`config.mk`:
```
export PLATFORM = sky130hd
export DESIGN_NAME = spiral_scan_address_generator
export DESIGN_NICKNAME = d
export VERILOG_FILES = /design/src/rtl/ssag_pkg.sv /design/src/rtl/spiral_scan_address_generator.sv /design/src/rtl/ssag_cfg_regs.sv /design/src/rtl/ssag_walker.sv
export SDC_FILE = /design/constraint.sdc
export NUM_CORES = 1
export LEC_CHECK = 0
export BUFFER_PORTS_ARGS = -buffer_cell sky130_fd_sc_hd__clkbuf_2
export CELL_PAD_IN_SITES_DETAIL_PLACEMENT = 1
export CELL_PAD_IN_SITES_GLOBAL_PLACEMENT = 2
export CORE_UTILIZATION = 43
export DETAILED_ROUTE_END_ITERATION = 7
export PLACE_DENSITY_LB_ADDON = 0.1
export SYNTH_ARGS = -nofsm -noshare
export SYNTH_HDL_FRONTEND = slang
export SYNTH_SLANG_ARGS = --single-unit
```
`constraint.sdc`:
```
create_clock -name clk -period 13.2 [get_ports clk]
set_input_delay 0 -clock clk [delete_from_list [all_inputs] [get_ports clk]]
set_output_delay 0 -clock clk [all_outputs]
set_load 0.01 [all_outputs]
```
`src/rtl/ssag_pkg.sv`:
```
// shared types and constants for the spiral scan address generator
// no dependencies; used by every module of the block by scoped name
package ssag_pkg;

	// default grid limit
	localparam int DEF_MAX_DIM = 64;

	// visit number modulo 16
	localparam int DIGIT_W = 4;

	// configuration port
	localparam int CFG_IDX_W = 2;

	typedef enum logic [CFG_IDX_W-1:0] {
		REG_ROWS   = 2'd0,
		REG_COLS   = 2'd1,
		REG_CORNER = 2'd2,
		REG_CW     = 2'd3
	} reg_idx_t;

	// register reset values
	localparam int RST_DIM    = 4;
	localparam int RST_CORNER = 0;
	localparam logic RST_CW   = 1'b1;

	// start corner codes
	localparam logic [1:0] CORNER_TL = 2'd0;
	localparam logic [1:0] CORNER_TR = 2'd1;
	localparam logic [1:0] CORNER_BR = 2'd2;
	localparam logic [1:0] CORNER_BL = 2'd3;

	// control from the request stage to the walker
	typedef struct packed {
		logic fire;
		logic restart;
	} step_req_t;

endpackage

```
`src/rtl/spiral_scan_address_generator.sv`:
```
// Spiral scan address generator: walks a rows-by-cols grid in spiral order.
// Each request on the input channel (in_valid/in_ready, field restart) yields
// exactly one result on the output channel (out_valid/out_ready). restart=1
// begins a new walk at the configured corner and gives its first cell;
// restart=0 gives the next cell. Results carry cell_row, cell_col, digit
// (visit number mod 16), cell_valid and last_cell; once the walk is done,
// results come back with every field zero.
// Configuration (rows, cols, start_corner, clockwise) is to be written by the user
// through cfg_wr_en/cfg_addr/cfg_wdata only while the block is idle; the block
// itself does not enforce this. It is sampled only when a restart request is processed.
// Timing: a request goes into a one-entry request register; the walker steps
// when the output register is free or being emptied, and loads the output
// register. One request per cycle is sustained while out_ready is high;
// the only loop is the registered walker state update.
// When the receiver stalls, the output register holds and one more request
// is still taken into the request register; after that in_ready drops.
// Reset clears both stages and leaves the walk finished, with registers at
// rows=4, cols=4, top-left corner, clockwise.
// depends on ssag_pkg, ssag_cfg_regs, ssag_walker
module spiral_scan_address_generator #(
	parameter int MAX_DIM = ssag_pkg::DEF_MAX_DIM,
	parameter int DIM_W   = $clog2(MAX_DIM),
	parameter int CFG_W   = $clog2(MAX_DIM + 1)
) (
	input  logic                           clk,
	input  logic                           arst_n,
	input  logic                           cfg_wr_en,
	input  logic [ssag_pkg::CFG_IDX_W-1:0] cfg_addr,
	input  logic [CFG_W-1:0]               cfg_wdata,
	input  logic                           in_valid,
	output logic                           in_ready,
	input  logic                           restart,
	output logic                           out_valid,
	input  logic                           out_ready,
	output logic [DIM_W-1:0]               cell_row,
	output logic [DIM_W-1:0]               cell_col,
	output logic [ssag_pkg::DIGIT_W-1:0]   digit,
	output logic                           cell_valid,
	output logic                           last_cell
);

	logic [CFG_W-1:0] rows, cols;
	logic [1:0]       start_corner;
	logic             clockwise;

	logic valid_s1;
	logic restart_s1;
	logic out_valid_q;
	logic advance;

	ssag_pkg::step_req_t req;

	logic [DIM_W-1:0]             res_row, res_col;
	logic [ssag_pkg::DIGIT_W-1:0] res_digit;
	logic                         res_valid, res_last;

	logic [DIM_W-1:0]             row_q, col_q;
	logic [ssag_pkg::DIGIT_W-1:0] digit_q;
	logic                         cvalid_q, last_q;

	ssag_cfg_regs #(
		.MAX_DIM(MAX_DIM),
		.CFG_W  (CFG_W)
	) u_cfg (
		.clk         (clk),
		.arst_n      (arst_n),
		.cfg_wr_en   (cfg_wr_en),
		.cfg_addr    (cfg_addr),
		.cfg_wdata   (cfg_wdata),
		.rows        (rows),
		.cols        (cols),
		.start_corner(start_corner),
		.clockwise   (clockwise)
	);

	// output register free or being emptied this cycle
	assign advance     = !out_valid_q || out_ready;
	assign in_ready    = !valid_s1 || advance;
	assign req.fire    = valid_s1 && advance;
	assign req.restart = restart_s1;

	always_ff @(posedge clk or negedge arst_n) begin
		if (!arst_n) begin
			valid_s1 <= 1'b0;
		end else if (in_ready) begin
			valid_s1 <= in_valid;
		end
	end

	always_ff @(posedge clk) begin
		if (in_ready && in_valid) begin
			restart_s1 <= restart;
		end
	end

	ssag_walker #(
		.MAX_DIM(MAX_DIM),
		.DIM_W  (DIM_W),
		.CFG_W  (CFG_W)
	) u_walker (
		.clk         (clk),
		.arst_n      (arst_n),
		.req         (req),
		.rows        (rows),
		.cols        (cols),
		.start_corner(start_corner),
		.clockwise   (clockwise),
		.res_row     (res_row),
		.res_col     (res_col),
		.res_digit   (res_digit),
		.res_valid   (res_valid),
		.res_last    (res_last)
	);

	always_ff @(posedge clk or negedge arst_n) begin
		if (!arst_n) begin
			out_valid_q <= 1'b0;
		end else if (advance) begin
			out_valid_q <= valid_s1;
		end
	end

	always_ff @(posedge clk) begin
		if (req.fire) begin
			row_q    <= res_row;
			col_q    <= res_col;
			digit_q  <= res_digit;
			cvalid_q <= res_valid;
			last_q   <= res_last;
		end
	end

	assign out_valid  = out_valid_q;
	assign cell_row   = row_q;
	assign cell_col   = col_q;
	assign digit      = digit_q;
	assign cell_valid = cvalid_q;
	assign last_cell  = last_q;

endmodule

```
`src/rtl/ssag_cfg_regs.sv`:
```
// configuration registers of the spiral scan address generator
// depends on ssag_pkg
module ssag_cfg_regs #(
	parameter int MAX_DIM = ssag_pkg::DEF_MAX_DIM,
	parameter int CFG_W   = $clog2(MAX_DIM + 1)
) (
	input  logic                           clk,
	input  logic                           arst_n,
	input  logic                           cfg_wr_en,
	input  logic [ssag_pkg::CFG_IDX_W-1:0] cfg_addr,
	input  logic [CFG_W-1:0]               cfg_wdata,
	output logic [CFG_W-1:0]               rows,
	output logic [CFG_W-1:0]               cols,
	output logic [1:0]                     start_corner,
	output logic                           clockwise
);

	localparam int RST_DIM_C = (ssag_pkg::RST_DIM > MAX_DIM) ? MAX_DIM : ssag_pkg::RST_DIM;

	logic [CFG_W-1:0] rows_q;
	logic [CFG_W-1:0] cols_q;
	logic [1:0]       corner_q;
	logic             cw_q;

	always_ff @(posedge clk or negedge arst_n) begin
		if (!arst_n) begin
			rows_q   <= CFG_W'(RST_DIM_C);
			cols_q   <= CFG_W'(RST_DIM_C);
			corner_q <= 2'(ssag_pkg::RST_CORNER);
			cw_q     <= ssag_pkg::RST_CW;
		end else if (cfg_wr_en) begin
			case (ssag_pkg::reg_idx_t'(cfg_addr))
				ssag_pkg::REG_ROWS:   rows_q   <= cfg_wdata;
				ssag_pkg::REG_COLS:   cols_q   <= cfg_wdata;
				ssag_pkg::REG_CORNER: corner_q <= cfg_wdata[1:0];
				ssag_pkg::REG_CW:     cw_q     <= cfg_wdata[0];
				default: ;
			endcase
		end
	end

	assign rows         = rows_q;
	assign cols         = cols_q;
	assign start_corner = corner_q;
	assign clockwise    = cw_q;

endmodule

```
`src/rtl/ssag_walker.sv`:
```
// spiral walk state and the one-cell step logic
// depends on ssag_pkg; fed by the request stage and the configuration registers
module ssag_walker #(
	parameter int MAX_DIM = ssag_pkg::DEF_MAX_DIM,
	parameter int DIM_W   = $clog2(MAX_DIM),
	parameter int CFG_W   = $clog2(MAX_DIM + 1)
) (
	input  logic                         clk,
	input  logic                         arst_n,
	input  ssag_pkg::step_req_t          req,
	input  logic [CFG_W-1:0]             rows,
	input  logic [CFG_W-1:0]             cols,
	input  logic [1:0]                   start_corner,
	input  logic                         clockwise,
	output logic [DIM_W-1:0]             res_row,
	output logic [DIM_W-1:0]             res_col,
	output logic [ssag_pkg::DIGIT_W-1:0] res_digit,
	output logic                         res_valid,
	output logic                         res_last
);

	localparam int REM_W = $clog2(MAX_DIM * MAX_DIM + 1);

	typedef enum logic [1:0] {
		HEAD_RIGHT = 2'd0,
		HEAD_DOWN  = 2'd1,
		HEAD_LEFT  = 2'd2,
		HEAD_UP    = 2'd3
	} heading_t;

	logic [DIM_W-1:0]             row_q, col_q;
	logic [DIM_W-1:0]             top_q, bottom_q, left_q, right_q;
	heading_t                     head_q;
	logic [REM_W-1:0]             rem_q;
	logic [ssag_pkg::DIGIT_W-1:0] digit_q;
	logic                         spin_q;

	logic [DIM_W-1:0]             e_row, e_col, e_top, e_bottom, e_left, e_right;
	heading_t                     e_head;
	logic [REM_W-1:0]             e_rem;
	logic [ssag_pkg::DIGIT_W-1:0] e_digit;
	logic                         e_spin;

	logic [DIM_W-1:0]             n_row, n_col, n_top, n_bottom, n_left, n_right;
	heading_t                     n_head;
	logic [REM_W-1:0]             n_rem;
	logic [ssag_pkg::DIGIT_W-1:0] n_digit;

	logic [CFG_W-1:0]   r_cl, c_cl;
	logic [2*CFG_W-1:0] area;
	logic               room1;
	logic               close_top, close_bottom, close_right;

	function automatic logic room(heading_t h, logic [DIM_W-1:0] row, logic [DIM_W-1:0] col,
			logic [DIM_W-1:0] top, logic [DIM_W-1:0] bottom,
			logic [DIM_W-1:0] left, logic [DIM_W-1:0] right);
		logic ok;
		case (h)
			HEAD_RIGHT: ok = col < right;
			HEAD_DOWN:  ok = row < bottom;
			HEAD_LEFT:  ok = col > left;
			HEAD_UP:    ok = row > top;
			default:    ok = 1'b0;
		endcase
		return ok;
	endfunction

	// clamp sizes to 1..MAX_DIM
	always_comb begin
		if (rows == '0) begin
			r_cl = CFG_W'(1);
		end else if (rows > CFG_W'(MAX_DIM)) begin
			r_cl = CFG_W'(MAX_DIM);
		end else begin
			r_cl = rows;
		end
		if (cols == '0) begin
			c_cl = CFG_W'(1);
		end else if (cols > CFG_W'(MAX_DIM)) begin
			c_cl = CFG_W'(MAX_DIM);
		end else begin
			c_cl = cols;
		end
	end

	assign area = r_cl * c_cl;

	always_comb begin
		// state seen by this request: fresh walk on restart
		if (req.restart) begin
			e_spin   = clockwise;
			e_top    = '0;
			e_left   = '0;
			e_bottom = DIM_W'(r_cl - CFG_W'(1));
			e_right  = DIM_W'(c_cl - CFG_W'(1));
			e_row    = (start_corner == ssag_pkg::CORNER_BR || start_corner == ssag_pkg::CORNER_BL)
				? DIM_W'(r_cl - CFG_W'(1)) : '0;
			e_col    = (start_corner == ssag_pkg::CORNER_TR || start_corner == ssag_pkg::CORNER_BR)
				? DIM_W'(c_cl - CFG_W'(1)) : '0;
			e_head   = clockwise ? heading_t'(start_corner) : heading_t'(start_corner + 2'd1);
			e_rem    = area[REM_W-1:0];
			e_digit  = '0;
		end else begin
			e_spin   = spin_q;
			e_top    = top_q;
			e_left   = left_q;
			e_bottom = bottom_q;
			e_right  = right_q;
			e_row    = row_q;
			e_col    = col_q;
			e_head   = head_q;
			e_rem    = rem_q;
			e_digit  = digit_q;
		end

		n_row    = e_row;
		n_col    = e_col;
		n_top    = e_top;
		n_bottom = e_bottom;
		n_left   = e_left;
		n_right  = e_right;
		n_head   = e_head;
		n_rem    = e_rem;
		n_digit  = e_digit;

		res_valid = e_rem != '0;
		res_last  = e_rem == REM_W'(1);
		res_row   = res_valid ? e_row : '0;
		res_col   = res_valid ? e_col : '0;
		res_digit = res_valid ? e_digit : '0;

		room1        = room(e_head, e_row, e_col, e_top, e_bottom, e_left, e_right);
		close_top    = (e_head == HEAD_RIGHT && e_spin) || (e_head == HEAD_LEFT && !e_spin);
		close_bottom = (e_head == HEAD_LEFT && e_spin) || (e_head == HEAD_RIGHT && !e_spin);
		close_right  = (e_head == HEAD_DOWN && e_spin) || (e_head == HEAD_UP && !e_spin);

		if (res_valid) begin
			n_rem   = e_rem - REM_W'(1);
			n_digit = e_digit + ssag_pkg::DIGIT_W'(1);
			if (n_rem != '0) begin
				// line finished: pull in its bound and turn
				if (!room1) begin
					if (close_top) begin
						n_top = e_top + DIM_W'(1);
					end else if (close_bottom) begin
						if (e_bottom != '0) n_bottom = e_bottom - DIM_W'(1);
					end else if (close_right) begin
						if (e_right != '0) n_right = e_right - DIM_W'(1);
					end else begin
						n_left = e_left + DIM_W'(1);
					end
					n_head = e_spin ? heading_t'(e_head + 2'd1) : heading_t'(e_head + 2'd3);
				end
				if (room(n_head, e_row, e_col, n_top, n_bottom, n_left, n_right)) begin
					case (n_head)
						HEAD_RIGHT: n_col = e_col + DIM_W'(1);
						HEAD_DOWN:  n_row = e_row + DIM_W'(1);
						HEAD_LEFT:  n_col = e_col - DIM_W'(1);
						HEAD_UP:    n_row = e_row - DIM_W'(1);
						default: ;
					endcase
				end
			end
		end
	end

	always_ff @(posedge clk or negedge arst_n) begin
		if (!arst_n) begin
			row_q    <= '0;
			col_q    <= '0;
			top_q    <= '0;
			bottom_q <= '0;
			left_q   <= '0;
			right_q  <= '0;
			head_q   <= HEAD_RIGHT;
			rem_q    <= '0;
			digit_q  <= '0;
			spin_q   <= 1'b1;
		end else if (req.fire) begin
			row_q    <= n_row;
			col_q    <= n_col;
			top_q    <= n_top;
			bottom_q <= n_bottom;
			left_q   <= n_left;
			right_q  <= n_right;
			head_q   <= n_head;
			rem_q    <= n_rem;
			digit_q  <= n_digit;
			spin_q   <= e_spin;
		end
	end

endmodule
```
# --- After elaboration in Yosys (flattened, before gate mapping) ---
# Cells that the tools add are included.
word_totals:
  regBits: 94
  latchBits: 0
  mem_bits_rw: 0
  mem_bits_ro: 0
  inputBits: 15
  out_inout_bits: 20
  n_memories: 0
op_classes:
  addsub: 15
  mul: 1
  div: 0
  magnitude_cmp: 10
  eq_ne: 13
  shifts: 0
  n_mux: 68
  n_bitwise: 0
  n_reduce_logical: 31
op_table:
  columns: ["operator", "count"]
  rows:
  - ["$mux W6", 45]
  - ["$sub A6 B1 Y6 const B", 6]
  - ["$mux W7", 4]
  - ["$mux W13", 2]
  - ["$reduce_bool A13 Y1", 2]
  - ["$add A6 B1 Y6 const B", 4]
  - ["$gt A6 B6 Y1", 4]
  - ["$lt A6 B6 Y1", 4]
  - ["$pmux W6 S2", 2]
  - ["$eq A2 B2 Y1 const B", 8]
  - ["$mux W2", 8]
  - ["$gt A7 B7 Y1 const B", 2]
  - ["$logic_not A7 Y1", 2]
  - ["$eq A13 B1 Y1 const B", 1]
  - ["$mul A7 B7 Y13", 1]
  - ["$sub A13 B1 Y13 const B", 1]
  - ["$reduce_bool A6 Y1", 2]
  - ["$eq A2 B1 Y1 const B", 4]
  - ["$logic_and A1 B1 Y1", 8]
  - ["$mux W4", 2]
  - ["$pmux W1 S4", 2]
  - ["$reduce_and A2 Y1", 4]
  - ["$logic_or A1 B1 Y1", 7]
  - ["$logic_not A2 Y1", 3]
  - ["5 further kinds", 10]

# --- Longest topological paths before layout ---
depth:
  word_depth: 20
  ltp_mapped: 29
  depth_no_buf: 28

# --- By module ---
# From an unflattened synthesis, not the netlist that was laid out.
hier_totals:
  hier_cells: 1099
  area_unflattened_um2: 9685.5
by_module_without_submodules:
  columns: ["mod", "instances", "cells_per_inst", "area_per_inst_um2", "seq_area_each_um2"]
  rows:
  - ["ssag_walker", 1, 1034, 8348.0, 1402.6]
  - ["spiral_scan_address_generator", 1, 27, 674.4, 620.6]
  - ["ssag_cfg_regs", 1, 38, 663.1, 429.2]

# --- Least setup slack after synthesis ---
# OpenSTA, ideal clock, no wires.
synth_timing:
  path_type: "register -> register"
  startpoint: "reg u_cfg.rows_q[4] (netlist: u_cfg.rows[4])"
  endpoint: "reg u_walker.right_q[4]"
  arrival_time_ps: 6407
  required_time_ps: 13117
  slack_ps: 6710
  stages_incl_launch_ff: 24
  n_path_buf: 2
  synth_period_minus_slack_ps: 6490
  path_cell_list: "dfrtp_1 -> nor4_1 -> a21o_1 -> and2_1 -> nand2_1 -> fa_1 -> inv_1 -> fa_1 -> fa_1 -> fa_1 -> ha_1 -> clkbuf_1 -> or2_2 -> a21oi_1 -> o31ai_1 -> and3_1 -> a2111oi_1 -> nand2_1 -> a211oi_1 -> a21oi_1 -> clkbuf_1 -> nand2_1 -> mux2_2 -> o21ai_0"
synth_via:
  elab_chain_cells: 13
synth_rtl:
  columns: ["item", "line_no", "rtl"]
  rows:
  - ["from (decl)", "ssag_cfg_regs.sv:20", "logic [CFG_W-1:0] rows_q;"]
  - ["from (signal assigned)", "ssag_cfg_regs.sv:27", "rows_q <= CFG_W'(RST_DIM_C);"]
  - ["from (signal assigned)", "ssag_cfg_regs.sv:33", "ssag_pkg::REG_ROWS: rows_q <= cfg_wdata;"]
  - ["$gt A7 B7 Y1", "ssag_walker.sv:72", "end else if (rows > CFG_W'(MAX_DIM)) begin"]
  - ["$mux W7", "ssag_walker.sv:72", null]
  - ["$mux W7 *", "ssag_walker.sv:70", "if (rows == '0) begin"]
  - ["branches (longest 9 deep; another with $mul A7 B7 Y13)", null, null]
  - ["$mux W6 *", "ssag_walker.sv:137", "if (res_valid) begin"]
  - ["to (signal assigned)", "ssag_walker.sv:185", "right_q <= n_right;"]
  - ["to (decl)", "ssag_walker.sv:32", "logic [DIM_W-1:0] top_q, bottom_q, left_q, right_q;"]
# Mark *: on every way between the ends. The select of a mux whose other input is x is not followed.
# A chain may end at the register's enable or synchronous reset.

# --- Worst setup path after layout ---
layout_timing:
  startpoint: "reg u_cfg.rows_q[4] (netlist: u_cfg.rows[4])"
  endpoint: "reg u_walker.row_q[5]"
layout_via:
  elab_chain_cells: 19
layout_rtl:
  columns: ["item", "line_no", "rtl"]
  rows:
  - ["$gt A7 B7 Y1", "ssag_walker.sv:72", null]
  - ["$mux W7", "ssag_walker.sv:72", null]
  - ["$mux W7 *", "ssag_walker.sv:70", null]
  - ["$sub A6 B1 Y6", "ssag_walker.sv:94, ssag_walker.sv:97", null]
  - ["$mux W6", "ssag_walker.sv:90", "if (req.restart) begin"]
  - ["$sub A6 B1 Y6 / $reduce_bool A6 Y1 (equally long branches)", "ssag_walker.sv:146", "if (e_bottom != '0) n_bottom = e_bottom - DIM_W'(1);"]
  - ["$mux W6", "ssag_walker.sv:146", null]
  - ["$mux W6", "ssag_walker.sv:145", "end else if (close_bottom) begin"]
  - ["[3 not listed]", null, null]
  - ["$mux W6", "ssag_walker.sv:137", null]
  - ["$lt A6 B6 Y1", "ssag_walker.sv:60", "HEAD_DOWN: ok = row < bottom;"]
  - ["$pmux W1 S4", "ssag_walker.sv:58", "case (h)"]
  - ["$mux W1", "ssag_walker.sv:140", "if (n_rem != '0) begin"]
  - ["$mux W1", "ssag_walker.sv:137", null]
  - ["$mux W6", "ssag_walker.sv:154", "if (room(n_head, e_row, e_col, n_top, n_bottom, n_left, n_right)) begin"]
  - ["$mux W6", "ssag_walker.sv:140", null]
  - ["$mux W6 *", "ssag_walker.sv:137", null]
  - ["to (signal assigned)", "ssag_walker.sv:180", "row_q <= n_row;"]
  - ["to (decl)", "ssag_walker.sv:31", "logic [DIM_W-1:0] row_q, col_q;"]
# Every way passes the cells marked *; elsewhere a longest branch is shown, timed or not. The select of a mux whose other input is x is not followed.

==> results_tabular.tex <==
\begin{tabular}{lr}
\hline
Metric & Value \\
\hline
\multicolumn{2}{l}{\textbf{Outcome}} \\
Status & completed \\
\multicolumn{2}{l}{\textbf{Logic synthesis}} \\
Number of synthesized flops with an enable pin & 19 \\
Adder-cell area share of the yosys netlist & 16.0\% \\
Leading area contributor after synthesis & sky130\_fd\_sc\_hd\_\_dfrtp\_1 \\
Fraction of the mapped netlist area in compound gates & 19.9\% \\
Post-synthesis cell area & 9280 um2 \\
Proportion of synthesized area in mux cells & 5.44\% \\
Yosys cell types & 96 \\
Top cell type's share of synthesized area & 19.1\% \\
Largest cells by area after synthesis & sky130\_fd\_sc\_hd\_\_dfrtp\_1 (19\%), sky130\_fd\_sc\_hd\_\_ha\_1 (11\%), sky130\_fd\_sc\_hd\_\_edfxtp\_1 (6.1\%) \\
Post-Synthesis Cells & 1091 \\
Post-synthesis average cell area & 8.51 um2 \\
Simple-gate share of the synthesized area & 22.6\% \\
Sequential share of the synthesized area & 26.4\% \\
Synthesis Warnings & 0 \\
Share of async-settable or async-resettable flops after synthesis & 79.8\% \\
Net count after synthesis & 1210 \\
Most frequently used flop master after synthesis & sky130\_fd\_sc\_hd\_\_dfrtp\_1 \\
Area share of xor/xnor cells in the synthesized design & 5.01\% \\
Main combinational cell family by area after synthesis & simple AND/OR/NAND/NOR gates \\
Number of storage elements in the synthesis netlist & 94 \\
\multicolumn{2}{l}{\textbf{Clocking}} \\
H-Tree Depth & 3 \\
CTS Buffer Depth & 2 \\
Number of buffers created by CTS & 9 \\
CTS root buf & sky130\_fd\_sc\_hd\_\_clkbuf\_16 \\
Clock tree from TritonCTS & yes \\
Clock network latency to the later pin of the worst-skew pair & 0.37 ns \\
Clock sink total & 94 \\
Number of setup buffers added after CTS & 0 \\
Worst-path clk slew & 0.08 ns \\
\multicolumn{2}{l}{\textbf{Finish}} \\
Combined area of the multi-input logic cells & 6400 um2 \\
FILL cells & 2585 \\
Most frequent cells in the layout & sky130\_fd\_sc\_hd\_\_nand2\_1 (131), sky130\_fd\_sc\_hd\_\_nor2\_1 (120), sky130\_fd\_sc\_hd\_\_ha\_1 (79), sky130\_fd\_sc\_hd\_\_dfrtp\_1 (71), sky130\_fd\_sc\_hd\_\_inv\_1 (61) \\
ANT cells & 0 \\
Final design area excluding fillers & 10200 um2 \\
Most common cell after layout, fill and taps aside & sky130\_fd\_sc\_hd\_\_nand2\_1 \\
Sequential cell area & 2450 um2 \\
Ratio of cells with drive above 1 in the final layout & 11.8\% \\
Area overhead of the layout relative to synthesis & 9.70\% \\
Non-filler instance count after layout & 1404 \\
Net total in the final layout & 1243 \\
\multicolumn{2}{l}{\textbf{Power and ir drop}} \\
Cell Pwr Density & 207 nW/um2 \\
Share of total power in the clock network & 12.7\% \\
Static leakage & 4.55 nW \\
Peak ir drop on the vdd network & 0.0000922 V \\
Share of power burned in combinational logic & 65.4\% \\
Switching Fraction & 50.0\% \\
Switching power total & 1.05 mW \\
Internal power component & 1.05 mW \\
Total power of the final layout & 2.11 mW \\
Relative contribution of sequential cells to total power & 21.9\% \\
\multicolumn{2}{l}{\textbf{Detailed routing}} \\
Average via count per standard cell & 5.92 \\
Detailed-route via count & 8310 \\
Post-route ant nets & 0 \\
Pre-antenna DRT Iters & 5 \\
Total length of routed met3 wires & 579 um \\
Drc violations & 0 \\
Top layer used by detailed routing & met4 \\
WL/cell & 21.1 um \\
Met1 Wirelength & 13500 um \\
Total wirelength of the detailed-routed design & 29600 um \\
Met2 WL & 15000 um \\
First DRT Iteration DRCs & 353 \\
\multicolumn{2}{l}{\textbf{Critical path}} \\
Crit Path Max Fanout & 24 \\
Maximum single-stage delay on the critical path & 0.86 ns \\
Type of the worst setup path & reg2reg \\
Length in cells of the worst reg-to-reg path & 21 \\
Worst setup EP type & flop \\
Worst setup path start & u\_cfg.rows[4] \\
Startpoint type of the worst setup path & flop \\
Startpoint of the lowest-slack register-to-register path & u\_cfg.rows[4] \\
Worst setup endpoint & u\_walker.row\_q[5] \\
Critical Path, Cell by Cell & nor4\_1 -> a21o\_1 -> and2\_1 -> nand2\_1 -> fa\_1 -> inv\_1 -> fa\_1 -> fa\_1 -> fa\_1 -> ha\_1 -> or4b\_2 -> o211ai\_1 -> a2111oi\_1 -> nor4b\_1 -> xor2\_1 -> o211ai\_1 -> a211oi\_1 -> a21o\_1 -> nor2\_1 -> and3\_1 -> o31ai\_1 \\
Data required, critical path & 13.48 ns \\
Cell with the biggest individual delay on the critical path & sky130\_fd\_sc\_hd\_\_a21o\_1 \\
Most repeated library cell on the critical path & sky130\_fd\_sc\_hd\_\_fa\_1 \\
Endpoint of the worst register-to-register path & u\_walker.row\_q[5] \\
Register-to-register setup slack & 5.25 ns \\
Data arrival time of the worst path & 8.23 ns \\
\multicolumn{2}{l}{\textbf{Placed design}} \\
Count of placed standard cells including taps & 1373 \\
Final HPWL from detailed placement & 22000 um \\
Placer Congestion & 0.872 \\
Port Buffer Count & 34 \\
Total cell area at the placement stage & 9740 um2 \\
\multicolumn{2}{l}{\textbf{STA}} \\
Worst-Margin Slew & 1.32 ns \\
Count of endpoints failing hold in the final timing report & 0 \\
Slew HR & 12.0\% \\
Final critical-path share of the clock period & 60.2\% \\
RSZ-0062 raised after global routing & false \\
WHS & 0.137 ns \\
Setup TNS after final layout & 0 ns \\
Count of endpoints failing setup in the final report & 0 \\
Shortest clock period the worst path allows after layout & 7.95 ns \\
Max-slew violation count & 0 \\
Clock Skew & 0.0140 ns \\
Highest clock rate & 0.126 GHz \\
\multicolumn{2}{l}{\textbf{GRT}} \\
Global-route wire length before repair & 47800 um \\
Antenna violations before repair & 0 \\
Number of global-route vias before repair & 8600 \\
GRT Total Usage & 28.1\% \\
Largest net degree at the start of global routing & 72 \\
Remaining global-route overflow & 0 \\
\multicolumn{2}{l}{\textbf{Floorplan}} \\
Total die area & 22200 um2 \\
DIE HEIGHT & 149 um \\
Standard-cell row count & 53 \\
Std-Cell Core Area & 21100 um2 \\
Boundary pin count & 35 \\
Chip width & 149 um \\
Initial standard-cell utilization of the core & 44.0\% \\
\multicolumn{2}{l}{\textbf{Worst hold path}} \\
Class of the most critical hold timing path & in2async \\
\multicolumn{2}{l}{\textbf{Job}} \\
Count of maximum capacitance violations & 0 \\
\hline
\end{tabular}
-- repair_timing --
action                                 in CTS  in global routing
hold buffers                               15                  0
gates resized for setup                     0                  0
endpoints found under the hold margin      48                  0
setup endpoints to repair                   0                  0
-- cell families after synthesis --
logic type | Yosys count
buffers and inverters | 108
muxes | 47
xor gates and xnor gates | 50
DFF | 94
AOI/OAI and AO/OA | 260
adders and majority gates | 104
and+or+nand+nor | 428
-- synthesized netlist by cell type, types with 7 or more instances --
cell type	n
sky130_fd_sc_hd__o31ai_1	20
sky130_fd_sc_hd__nor2_1	120
sky130_fd_sc_hd__o21a_1	7
sky130_fd_sc_hd__mux2i_1	19
sky130_fd_sc_hd__a31oi_1	10
sky130_fd_sc_hd__o21ai_0	54
sky130_fd_sc_hd__xor2_1	13
sky130_fd_sc_hd__clkbuf_1	28
sky130_fd_sc_hd__xnor2_1	35
sky130_fd_sc_hd__buf_2	11
sky130_fd_sc_hd__nor2b_1	23
sky130_fd_sc_hd__a21oi_1	50
sky130_fd_sc_hd__a22oi_1	8
sky130_fd_sc_hd__a21o_1	14
sky130_fd_sc_hd__and3_1	11
sky130_fd_sc_hd__and2_1	14
sky130_fd_sc_hd__or2_2	8
sky130_fd_sc_hd__nand2_1	132
sky130_fd_sc_hd__mux2_2	28
sky130_fd_sc_hd__nor4_1	8
sky130_fd_sc_hd__nand2b_1	13
sky130_fd_sc_hd__o211ai_1	9
sky130_fd_sc_hd__fa_1	25
sky130_fd_sc_hd__inv_1	61
sky130_fd_sc_hd__ha_1	79
sky130_fd_sc_hd__dfrtp_1	71
sky130_fd_sc_hd__nor3_1	31
sky130_fd_sc_hd__nand3_1	19
sky130_fd_sc_hd__edfxtp_1	19
-- cell type report --
cell class	count	area share, %
Multi-Input combinational cell	889	62.9
Sequential cell	94	24.1
Timing Repair Buffer	66	4.42
Tap cell	275	3.38
Inverter	64	2.36
Clock buffer	9	2.21
Clock inverter	7	0.676
-- per-stage QoR --
step	util (%)	setup slack [ns]
5_1_grt	48.3	4.70
3_5_place_dp	46.2	5.31
2_1_floorplan	-	6.71
6_report	48.3	5.25
3_3_place_gp	46.2	5.52
4_1_cts	48.3	5.30
-- critical path: cells and delay by family (launching register included) --
family	cells	cell delay [ns]
simple gates	7	1.71
compound gates	7	2.85
fa+ha+maj	5	2.52
flops	1	0.46
xor+xnor	1	0.24
buf+inv	1	0.06
-- how the worst min path moves through the flow --
stage,startpoint,end,slack [ns],depth (start not counted)
after floorplan,arst_n,out_valid,-0.30,0
after global placement,arst_n,u_walker.rem_q[9],0.005,1
final,arst_n,u_walker.rem_q[9],0.14,2
after CTS,arst_n,u_walker.rem_q[4],0.15,2
after global routing,arst_n,u_walker.rem_q[9],0.16,2
after detailed placement,arst_n,u_walker.rem_q[9],-0.0005,1
-- flip-flops by register name (all words and copies together), names as in the netlist, 6 cells and up --
signal / cells
u_cfg.rows: 7
cell_col: 6
u_walker.left_q: 6
u_cfg.cols: 7
u_walker.top_q: 6
cell_row: 6
u_walker.col_q: 6
u_walker.rem_q: 13
u_walker.right_q: 6
u_walker.bottom_q: 6
u_walker.row_q: 6
-- metal layers --
metal	up-vias	global-route usage (%)
met3	33	2.84
met4	0	7.30
met5	-	0
li1	3996	-
met1	4165	35.5
met2	116	50.7
-- power by group through the flow --
stage | clock network, mW | registers, mW | logic (mW)
2_1_floorplan | 0 | 0.442 | 1.01
3_3_place_gp | 0 | 0.462 | 1.35
3_5_place_dp | 0 | 0.465 | 1.37
4_1_cts | 0.273 | 0.460 | 1.38
5_1_grt | 0.283 | 0.472 | 1.53
6_report | 0.269 | 0.462 | 1.38
(Power assumes the default switching activity.)
